--- src/rtl/core/tapb_pkg.sv ---
// ----------------------------------------------------------------------------
// tapb_pkg
// Shared types, register indexes and an arithmetic helper for the tinted
// alpha pixel blender.
// ----------------------------------------------------------------------------
package tapb_pkg;

  localparam int ChanW    = 8;
  localparam int TexelW   = 32;
  localparam int DestW    = 24;
  localparam int ProdW    = 2 * ChanW;
  localparam int CfgIdxW  = 3;
  localparam int CfgDataW = 8;

  localparam logic [ChanW-1:0] FullScale = 8'hFF;

  localparam logic [CfgIdxW-1:0] RegMode      = 3'd0;
  localparam logic [CfgIdxW-1:0] RegTintRed   = 3'd1;
  localparam logic [CfgIdxW-1:0] RegTintGreen = 3'd2;
  localparam logic [CfgIdxW-1:0] RegTintBlue  = 3'd3;
  localparam logic [CfgIdxW-1:0] RegTintAlpha = 3'd4;

  typedef struct packed {
    logic             mode;
    logic [ChanW-1:0] tint_red;
    logic [ChanW-1:0] tint_green;
    logic [ChanW-1:0] tint_blue;
    logic [ChanW-1:0] tint_alpha;
  } cfg_t;

  typedef struct packed {
    logic en1;
    logic en2;
    logic en3;
    logic en4;
  } ctl_t;

  // floor(x / 255) for x below 65280
  function automatic logic [ChanW-1:0] div255(input logic [ProdW-1:0] x);
    logic [ProdW:0] t;
    t = {1'b0, x} + {{(ChanW+1){1'b0}}, x[ProdW-1:ChanW]} + {{ProdW{1'b0}}, 1'b1};
    return t[ProdW-1:ChanW];
  endfunction

endpackage

--- src/rtl/core/tapb_cfg.sv ---
// ----------------------------------------------------------------------------
// tapb_cfg
// Configuration register file: mode and tint color/opacity.
// ----------------------------------------------------------------------------
module tapb_cfg (
  input  logic                           clk,
  input  logic                           rst,
  input  logic                           cfg_write,
  input  logic [tapb_pkg::CfgIdxW-1:0]   cfg_index,
  input  logic [tapb_pkg::CfgDataW-1:0]  cfg_data,
  output tapb_pkg::cfg_t                 cfg
);

  always_ff @(posedge clk) begin
    if (rst) begin
      cfg.mode       <= 1'b0;
      cfg.tint_red   <= tapb_pkg::FullScale;
      cfg.tint_green <= tapb_pkg::FullScale;
      cfg.tint_blue  <= tapb_pkg::FullScale;
      cfg.tint_alpha <= tapb_pkg::FullScale;
    end else if (cfg_write) begin
      unique case (cfg_index)
        tapb_pkg::RegMode:      cfg.mode       <= cfg_data[0];
        tapb_pkg::RegTintRed:   cfg.tint_red   <= cfg_data;
        tapb_pkg::RegTintGreen: cfg.tint_green <= cfg_data;
        tapb_pkg::RegTintBlue:  cfg.tint_blue  <= cfg_data;
        tapb_pkg::RegTintAlpha: cfg.tint_alpha <= cfg_data;
        default: ;
      endcase
    end
  end

endmodule

--- src/rtl/core/tapb_datapath.sv ---
// ----------------------------------------------------------------------------
// tapb_datapath
// Four-stage blend datapath: alpha product, effective alpha, channel
// products, normalize and output.
// ----------------------------------------------------------------------------
module tapb_datapath (
  input  logic                          clk,
  input  tapb_pkg::ctl_t                ctl,
  input  tapb_pkg::cfg_t                cfg,
  input  logic [tapb_pkg::TexelW-1:0]   texel,
  input  logic [tapb_pkg::DestW-1:0]    dest_pixel,
  output logic                          write_enable,
  output logic [tapb_pkg::TexelW-1:0]   result_pixel
);

  localparam int CW = tapb_pkg::ChanW;
  localparam int PW = tapb_pkg::ProdW;

  // stage 1
  logic [PW-1:0]                 prod1;
  logic                          copy1;
  logic                          zero1;
  logic [tapb_pkg::TexelW-1:0]   texel1;
  logic [3*CW-1:0]               src1;
  logic [3*CW-1:0]               dst1;
  // stage 2
  logic [CW-1:0]                 ea2;
  logic                          skip2;
  logic                          copy2;
  logic [tapb_pkg::TexelW-1:0]   texel2;
  logic [3*CW-1:0]               src2;
  logic [3*CW-1:0]               dst2;
  // stage 3
  logic [PW-1:0]                 sum_r3;
  logic [PW-1:0]                 sum_g3;
  logic [PW-1:0]                 sum_b3;
  logic                          skip3;
  logic                          copy3;
  logic [tapb_pkg::TexelW-1:0]   texel3;

  logic [CW-1:0] ta, tr, tg, tb;
  logic          gray;
  logic [CW-1:0] ea_next;
  logic [CW-1:0] inv_ea;

  assign ta   = texel[31:24];
  assign tr   = texel[23:16];
  assign tg   = texel[15:8];
  assign tb   = texel[7:0];
  assign gray = (tr == tg) && (tg == tb) && (tr != '0);

  always_ff @(posedge clk) begin
    if (ctl.en1) begin
      prod1  <= ta * cfg.tint_alpha;
      copy1  <= cfg.mode;
      zero1  <= (ta == '0);
      texel1 <= texel;
      src1   <= gray ? {cfg.tint_red, cfg.tint_green, cfg.tint_blue} : texel[23:0];
      dst1   <= dest_pixel;
    end
  end

  assign ea_next = tapb_pkg::div255(prod1);

  always_ff @(posedge clk) begin
    if (ctl.en2) begin
      ea2    <= ea_next;
      skip2  <= zero1 || (!copy1 && (ea_next == '0));
      copy2  <= copy1;
      texel2 <= texel1;
      src2   <= src1;
      dst2   <= dst1;
    end
  end

  assign inv_ea = tapb_pkg::FullScale - ea2;

  always_ff @(posedge clk) begin
    if (ctl.en3) begin
      sum_r3 <= src2[23:16] * ea2 + dst2[23:16] * inv_ea;
      sum_g3 <= src2[15:8]  * ea2 + dst2[15:8]  * inv_ea;
      sum_b3 <= src2[7:0]   * ea2 + dst2[7:0]   * inv_ea;
      skip3  <= skip2;
      copy3  <= copy2;
      texel3 <= texel2;
    end
  end

  always_ff @(posedge clk) begin
    if (ctl.en4) begin
      write_enable <= !skip3;
      if (skip3) begin
        result_pixel <= '0;
      end else if (copy3) begin
        result_pixel <= texel3;
      end else begin
        result_pixel <= {tapb_pkg::FullScale, tapb_pkg::div255(sum_r3),
                         tapb_pkg::div255(sum_g3), tapb_pkg::div255(sum_b3)};
      end
    end
  end

endmodule

--- src/rtl/core/tinted_alpha_pixel_blend.sv ---
// ----------------------------------------------------------------------------
// tinted_alpha_pixel_blend
// Tinted source-over compositing of one ARGB texel onto one RGB pixel.
// Throughput: one transfer per cycle while the output is not stalled, set by
// the four-stage pipeline (valid bits v1, v2, v3, out_valid); each stage
// advances on its own, so bubbles close up under output stall.
// Reset: synchronous; clears all stage valid bits, mode to blend, tints to 0xFF.
// ----------------------------------------------------------------------------
module tinted_alpha_pixel_blend (
  input  logic                          clk,
  input  logic                          rst,
  input  logic                          cfg_write,
  input  logic [tapb_pkg::CfgIdxW-1:0]  cfg_index,
  input  logic [tapb_pkg::CfgDataW-1:0] cfg_data,
  input  logic                          in_valid,
  output logic                          in_stall,
  input  logic [tapb_pkg::TexelW-1:0]   texel,
  input  logic [tapb_pkg::DestW-1:0]    dest_pixel,
  output logic                          out_valid,
  input  logic                          out_stall,
  output logic                          write_enable,
  output logic [tapb_pkg::TexelW-1:0]   result_pixel
);

  tapb_pkg::cfg_t cfg;
  tapb_pkg::ctl_t ctl;
  logic v1, v2, v3;

  assign ctl.en4  = !out_valid || !out_stall;
  assign ctl.en3  = !v3 || ctl.en4;
  assign ctl.en2  = !v2 || ctl.en3;
  assign ctl.en1  = !v1 || ctl.en2;
  assign in_stall = !ctl.en1;

  always_ff @(posedge clk) begin
    if (rst) begin
      v1        <= 1'b0;
      v2        <= 1'b0;
      v3        <= 1'b0;
      out_valid <= 1'b0;
    end else begin
      if (ctl.en1) v1 <= in_valid;
      if (ctl.en2) v2 <= v1;
      if (ctl.en3) v3 <= v2;
      if (ctl.en4) out_valid <= v3;
    end
  end

  tapb_cfg u_cfg (
    .clk       (clk),
    .rst       (rst),
    .cfg_write (cfg_write),
    .cfg_index (cfg_index),
    .cfg_data  (cfg_data),
    .cfg       (cfg)
  );

  tapb_datapath u_datapath (
    .clk          (clk),
    .ctl          (ctl),
    .cfg          (cfg),
    .texel        (texel),
    .dest_pixel   (dest_pixel),
    .write_enable (write_enable),
    .result_pixel (result_pixel)
  );

endmodule

--- config.mk ---
export PLATFORM = sky130hd
export DESIGN_NAME = tinted_alpha_pixel_blend
export DESIGN_NICKNAME = d
export VERILOG_FILES = /design/src/rtl/core/tapb_pkg.sv /design/src/rtl/core/tapb_cfg.sv /design/src/rtl/core/tapb_datapath.sv /design/src/rtl/core/tinted_alpha_pixel_blend.sv
export SDC_FILE = /design/constraint.sdc
export NUM_CORES = 1
export LEC_CHECK = 0
export BUFFER_PORTS_ARGS = -buffer_cell sky130_fd_sc_hd__buf_4
export CAP_MARGIN = 20
export CORE_MARGIN = 3
export CORE_UTILIZATION = 30
export CTS_BUF_LIST = sky130_fd_sc_hd__clkbuf_2 sky130_fd_sc_hd__clkbuf_4 sky130_fd_sc_hd__clkbuf_8
export CTS_CLUSTER_SIZE = 28
export DETAILED_ROUTE_END_ITERATION = 10
export PLACE_DENSITY = 0.42
export SLEW_MARGIN = 25
export SYNTH_ARGS = -nofsm -noshare
export SYNTH_HDL_FRONTEND = slang
export SYNTH_SLANG_ARGS = --single-unit
--- constraint.sdc ---
create_clock -name clk -period 6.05 [get_ports clk]
set_input_delay 0.605 -clock clk [delete_from_list [all_inputs] [get_ports clk]]
set_output_delay 0.605 -clock clk [all_outputs]
set_load 0.03 [all_outputs]
==> summary.txt, run 1 <==
GRT
  • Total Routing Usage GR: 15.19%
  • Pin count of the biggest net entering global routing: 53
  • GRT overflow: 0
  • First-pass GRT wire length: 112,000 um
  • Initial antenna violation count: 1
  • Vias in the first global route: 19,570

Synthesis
  • Synth cell types: 61
  • Post-synth EDFFs: 303
  • Top_reg_cell synth: edfxtp_1
  • Syn avg cell area: 11.20 um^2
  • Dominant cells by area after synthesis: edfxtp_1 (33%), fa_1 (23%), ha_1 (11%), inv_1 (6.3%), and2_1 (3.4%)
  • Register area share after synthesis: 35.50%
  • Yosys Warn Count: 0
  • Post-synth top area share: 32.82%
  • Cell count after synthesis: 2,474
  • #FFs+latches synth: 340
  • Dominant cell by count in the synthesized netlist: inv_1
  • Top cell type by total area after synthesis: edfxtp_1
  • Async SR Flop Fraction: 0%
  • Mapped Area: 27,720 um^2
  • Commonest cells post-synth: inv_1 (463), fa_1 (324), edfxtp_1 (303), ha_1 (250), nand2_1 (199)

Critical path
  • CP Capture Type: register
  • CP required: 6.46 ns
  • Crit path cell chain: buf_12, buf_4, buf_4, nor2b_1, fa_1, fa_1, fa_1, fa_1, fa_1, inv_1, fa_1, inv_1, ha_1, nor3_1, o21ai_0, a31o_2, a21oi_1, xnor2_1
  • CP bufs+invs: 5
  • Number of cells on the worst reg-to-reg path: 18
  • Reg2reg setup slack: 0.43 ns
  • Reg2reg start: u_datapath.ea2[7]$_DFFE_PP_
  • Crit start category: register
  • CP Launch Point: u_datapath.ea2[7]$_DFFE_PP_
  • Most frequent CP cell: fa_1
  • R2R Path End: u_datapath.sum_g3[12]$_DFFE_PP_
  • CP peak stage delay: 0.52 ns
  • Worst path slowest cell: fa_1
  • Crit path DAT: 6.03 ns
  • CP Max Fanout: 31
  • Crit Path Class: reg -> reg
  • CP top delay family: adder cells

Cells and area
  • P&R area growth vs syn: 13.37%
  • Final-layout fill cell count: 9,142
  • Final net count: 3,258
  • Multi-input logic area: 15,900 um^2
  • Sequential cell area: 9839 um^2
  • Share of layout cells above drive strength 1: 10.66%

Timing
  • Highest Clock Rate: 177.8 MHz
  • Final period util: 92.95%
  • Clk_skew: 0.03765 ns
  • RSZ-0062 raised after global routing: false
  • Setup Total Neg Slack: 0 ns
  • Setup violations, final: 0
  • Slew margin rel.: 33.71%
  • Final hold violation count: 0
  • Slew Limit Fails: 0
  • Final min period: 5.624 ns
  • Worst-Margin Slew: 0.9908 ns

Die
  • Io pins: 107
  • Die width: 310.0 um
  • CORE AREA: 90,840 um^2
  • Starting Density: 30.52%
  • Die H: 310.0 um
  • Die Footprint: 96,080 um^2
  • Number of cell rows: 110

Clocking
  • Clock latency on the worst-skew pair: 0.68 ns
  • CTS tree: built
  • TritonCTS Buffers: 61
  • Clk root buf: clkbuf_8
  • # hold bufs at CTS: 0
  • Clock transition at path regs: 0.06 ns
  • Htree depth: 2
  • CTS sink count: 340
  • Clk buf depth: 3

Placement
  • # port buffers: 106
  • RD Place Congestion: 0.7959
  • DP Wirelength: 53,740 um

Route
  • Total wire length: 70,470 um
  • 1st-pass router iterations: 5
  • Iter 0 DRT Violations: 693
  • ANT nets after route: 0
  • Routed vias/inst: 4.548
  • Routed WL per cell: 18.34 um
  • # DRC: 0
  • DR vias: 17,470

Hold path
  • Hold Path Sink: u_datapath.dst1[8]$_DFFE_PN_
  • Worst hold path depth: 1
  • Hold_sp: dest_pixel[8]
  • Hold crit path type: in -> reg

Run status
  • Status: completed

Flow run
  • Max cap viols: 0
==> stage by stage <==
stage	hold WS (ns)	setup WS, ns	utilization, %	std cells	instance area (um^2)
after CTS	0.02853	0.1205	34.57	3837	31400
final	0.1063	0.4265	34.60	3842	31430
after global placement	0.4009	0.2030	33.09	3723	30060
after global routing	0.04305	0.09251	34.59	3840	31420
after detailed placement	0.4045	0.1399	33.09	3723	30060
after floorplan	0.4003	0.4481	-	2476	27730
==> routing by layer <==
| metal | up-vias | routed length, um | global-route usage, % |
|---|---|---|---|
| met1 | 8937 | 30250 | 19.00 |
| met3 | 92 | 2035 | 1.770 |
| met5 | - | 0 | 0 |
| li1 | 8229 | - | - |
| met4 | 0 | 1688 | 4.147 |
| met2 | 216 | 36490 | 27.66 |
==> registers in the layout, summed over array words and instances (netlist names), 24 cells and up <==
register,count
u_datapath.texel3,32
u_cfg.cfg,33
u_datapath.dst1,24
u_datapath.result_pixel,32
u_datapath.dst2,24
u_datapath.src2,24
u_datapath.texel2,32
u_datapath.src1,24
u_datapath.texel1,32
==> layout make-up <==
type | instances | area share (%)
multi-input combinational | 1607 | 50.60
clock buffer | 86 | 3.348
sequential | 340 | 31.31
clock inverter | 28 | 0.9237
inverter | 465 | 5.558
timing repair buffer | 137 | 3.551
antenna | 3 | 0.02389
tap | 1176 | 4.682
==> worst max-delay path by stage <==
stage / end / slack, ns / cells past startpoint
2_1_floorplan: u_datapath.sum_b3[14]$_DFFE_PP_ / 0.45 / 19
3_3_place_gp: u_datapath.sum_g3[15]$_DFFE_PP_ / 0.20 / 19
3_5_place_dp: u_datapath.sum_b3[14]$_DFFE_PP_ / 0.14 / 17
4_1_cts: u_datapath.sum_b3[14]$_DFFE_PP_ / 0.12 / 17
5_1_grt: u_datapath.sum_r3[14]$_DFFE_PP_ / 0.09 / 18
6_report: u_datapath.sum_g3[12]$_DFFE_PP_ / 0.43 / 18
==> kinds of logic after synthesis <==
| family | count (synthesis) | synth area share, % |
|---|---|---|
| simple gates | 723 | 13.96 |
| fa+ha+maj | 574 | 34.68 |
| buf+inv | 529 | 7.231 |
| flops | 340 | 35.50 |
| compound gates | 206 | 4.983 |
| xor+xnor | 76 | 2.401 |
| mux | 25 | 1.232 |
| other cells | 1 | 0.01353 |
==> cell usage in the layout (no fill, tap or decap), types with 4 or more instances in the layout <==
master	synthesis	routed
bufinv_16	0	4
xnor2_1	58	58
and2_1	149	149
xor2_1	18	18
clkbuf_8	0	65
fa_1	324	324
nand2_1	199	198
clkbuf_4	0	21
a21oi_1	46	46
nand2b_1	60	60
clkinv_1	0	8
buf_12	0	7
edfxtp_1	303	303
nor2_1	61	61
nand3_1	26	25
a211o_1	9	9
nor2b_1	145	145
o211a_1	6	6
mux2_2	9	9
o21a_1	23	23
dfxtp_1	37	37
a221o_1	4	4
a21o_1	19	19
o21bai_1	7	7
mux2_4	16	16
and3_1	6	6
ha_1	250	250
a31oi_1	4	4
or3_1	5	5
inv_1	463	462
clkinv_2	0	10
nand3b_1	27	27
nor3_1	29	29
a211oi_1	16	16
o21ai_0	45	45
buf_4	0	130
==> timing repair <==
action / CTS / global route
resized for setup: 0 / 0
setup buffers: 0 / 2
setup endpoints to repair: 0 / 7
Power of run 1 is not shown: default switching activity piles up to over one toggle a cycle in this logic, so the estimate is an artifact.
==> run 2: changes to the inputs <==
--- a/config.mk
+++ b/config.mk
@@ -12,6 +12,7 @@
 export CTS_BUF_LIST = sky130_fd_sc_hd__clkbuf_2 sky130_fd_sc_hd__clkbuf_4 sky130_fd_sc_hd__clkbuf_8
 export CTS_CLUSTER_SIZE = 28
 export DETAILED_ROUTE_END_ITERATION = 10
+export GPL_TIMING_DRIVEN = 1
 export PLACE_DENSITY = 0.42
 export SLEW_MARGIN = 25
 export SYNTH_ARGS = -nofsm -noshare
==> constraint.sdc (replaced) <==
create_clock -name clk -period 5 [get_ports clk]
set_input_delay 0.5 -clock clk [delete_from_list [all_inputs] [get_ports clk]]
set_output_delay 0.5 -clock clk [all_outputs]
set_load 0.03 [all_outputs]
==> summary.txt, run 2 (same netlist as run 1, synthesis figures left out) <==
Route
  • DR vias: 18,080 (+3.5%)
  • # DRC: 0 (unchanged)
  • Routed WL per cell: 18.00 um (-1.9%)
  • Total wire length: 72,970 um (+3.5%)
  • 1st-pass router iterations: 5 (unchanged)
  • ANT nets after route: 0 (unchanged)
  • Routed vias/inst: 4.461 (-1.9%)
  • Iter 0 DRT Violations: 656 (-5.3%)

Cells and area
  • Share of layout cells above drive strength 1: 20.73% (+10 points)
  • Final-layout fill cell count: 8,977 (-1.8%)
  • Commonest cells after routing, fill and taps aside: inv_1 (448), fa_1 (315), edfxtp_1 (303)
  • Top reg by flops: u_cfg.cfg
  • Fin area: 34,060 um^2 (+8.4%)
  • Max reg flops: 33 (unchanged)
  • Sequential cell area: 9839 um^2 (unchanged)
  • P&R area growth vs syn: 22.89%
  • Multi-input logic area: 16,550 um^2 (+4.1%)
  • Commonest non-fill, non-tap cell in the layout: inv_1
  • Final net count: 3,468 (+6.4%)

GRT
  • Total Routing Usage GR: 15.70% (+0.51 points)
  • GRT overflow: 0 (unchanged)
  • Met1 usage: 18.68% (-0.32 points)
  • Pin count of the biggest net entering global routing: 55 (+3.8%)
  • Vias in the first global route: 20,540 (+5.0%)
  • M3 GR Usage: 2.546% (+0.78 points)
  • Met2 GRT Util: 28.93% (+1.3 points)
  • Most Crowded Layer GR: met2
  • First-pass GRT wire length: 115,800 um (+3.3%)
  • Initial antenna violation count: 3 (+2)

Critical path
  • Reg2reg setup slack: -0.34 ns (-0.77 ns)
  • CP Max Fanout: 12 (-61%)
  • Reg2reg start: u_datapath.ea2[4]$_DFFE_PP_
  • R2R Path End: u_datapath.sum_g3[15]$_DFFE_PP_
  • CP required: 5.38 ns (-1.08 ns)
  • CP Capture Type: register
  • Crit start category: register
  • Crit Path Class: reg -> reg
  • Crit path DAT: 5.72 ns (-0.31 ns)
  • Number of cells on the worst reg-to-reg path: 20 (+2)

Clocking
  • CTS sink count: 340 (unchanged)
  • Clock transition at path regs: 0.06 ns (about the same)
  • Clock latency on the worst-skew pair: 0.66 ns (-0.02 ns)
  • TritonCTS Buffers: 69 (+13%)
  • Clk buf depth: 3 (unchanged)
  • Clk root buf: clkbuf_8
  • Htree depth: 3 (+1)
  • CTS tree: built

Placement
  • RD Place Congestion: 0.7916 (-0.54%)
  • # port buffers: 106 (unchanged)
  • Placed inst area: 31,670 um^2 (+5.4%)
  • DP Wirelength: 56,430 um (+5.0%)
  • Post-Place Worst Slack: -0.3855 ns (-0.5254 ns)

Hold path
  • Worst hold path depth: 3 (+2)
  • Hold Path Sink: v1$_SDFFE_PP0N_
  • Hold crit path type: in -> reg
  • Hold_sp: in_valid

Timing
  • Slew margin rel.: 34.29% (+0.58 points)
  • Slew Limit Fails: 0 (unchanged)
  • Clk_skew: 0.04562 ns (+0.007968 ns)
  • Worst Slack Setup Final: -0.3406 ns (-0.7671 ns)
  • Final hold violation count: 0 (unchanged)
  • Final min period: 5.341 ns (-0.2829 ns)
  • Highest Clock Rate: 187.2 MHz (+5.3%)
  • Final period util: 106.8% (+14 points)
  • RSZ-0062 raised after global routing: true
  • Worst-Margin Slew: 0.9822 ns (-0.008532 ns)
  • Setup violations, final: 24 (+24)

Die
  • Die Footprint: 96,080 um^2 (unchanged)
  • Io pins: 107 (unchanged)
  • Number of cell rows: 110 (unchanged)
  • CORE AREA: 90,840 um^2 (unchanged)
  • Starting Density: 30.52% (unchanged)
  • Die H: 310.0 um (unchanged)
  • Die width: 310.0 um (unchanged)

Flow run
  • Max cap viols: 0 (unchanged)

Run status
  • Status: finished, violations left
  • Failing checks: setup timing
==> run 2: cell types whose count changed in the layout (fill, tap and decap cells not counted), sizes merged <==
cell         before  now
buf             137  312
clkinv           23   13
bufinv            4    5
inv             464  471
clkbuf           86  100
dlygate4sd3       0   25
==> run 2: metrics by stage <==
step,setup TNS [ns],instances,utilization [%],hold WS (ns)
after floorplan,-0.5363,2476,-,0.4003
after global placement,-5.060,3887,34.87,0.4010
after detailed placement,-5.522,3887,34.87,0.4045
after CTS,-5.803,4042,37.09,0.002318
after global routing,-9.867,4053,37.50,0.02665
final,-4.884,4054,37.50,0.07422
==> run 2: worst max-delay path, stage by stage (launching register included) <==
cell and delay [ns]:
edfxtp_1 0.47, buf_12 0.19, buf_12 0.15, and2_4 0.14, fa_1 0.52, inv_1 0.05
fa_1 0.48, inv_1 0.05, fa_1 0.50, fa_1 0.43, fa_1 0.50, inv_1 0.06
fa_1 0.49, inv_2 0.05, ha_4 0.20, a21o_1 0.18, a21oi_2 0.15, o21ai_2 0.08
a21oi_1 0.13, o21ai_1 0.10, xnor2_1 0.15
==> run 2: how the worst max path moves through the flow <==
stage,start,endpoint,slack (ns),cells after the start
after detailed placement,u_datapath.ea2[5]$_DFFE_PP_,u_datapath.sum_g3[15]$_DFFE_PP_,-0.39,20
after floorplan,u_datapath.ea2[4]$_DFFE_PP_,u_datapath.sum_r3[14]$_DFFE_PP_,-0.17,20
after global placement,u_datapath.ea2[4]$_DFFE_PP_,u_datapath.sum_r3[15]$_DFFE_PP_,-0.32,19
after CTS,u_datapath.ea2[5]$_DFFE_PP_,u_datapath.sum_r3[14]$_DFFE_PP_,-0.39,20
after global routing,u_datapath.ea2[5]$_DFFE_PP_,u_datapath.sum_r3[14]$_DFFE_PP_,-0.55,20
final,u_datapath.ea2[4]$_DFFE_PP_,u_datapath.sum_g3[15]$_DFFE_PP_,-0.34,20
==> run 2: what timing repair did <==
item                                    in CTS  in global routing
endpoints found under the setup margin      25                 28
gates resized for setup                     49                 81
buffers inserted                             5                  8
pin swaps                                   11                 17
gates cloned                                 1                  2
hold buffers                                25                  0
hold endpoints to repair                    25                  0
==> run 2: final cells by class <==
type / instances / share of cell area [%]
clock buffers: 98 / 3.519
multi-input cells: 1607 / 48.60
well taps: 1176 / 4.320
repair buffers: 339 / 8.610
diodes: 3 / 0.02204
clock inverters: 26 / 0.9146
inverters: 465 / 5.128
flip-flops and latches: 340 / 28.89
==> run 2: metal layers <==
metal,vias to the layer above,share of wire (%)
met4,0,3.0
met3,116,2.9
met2,217,52
li1,8650,-
met5,-,0
met1,9100,42
Power of run 2 is left out for the same reason.
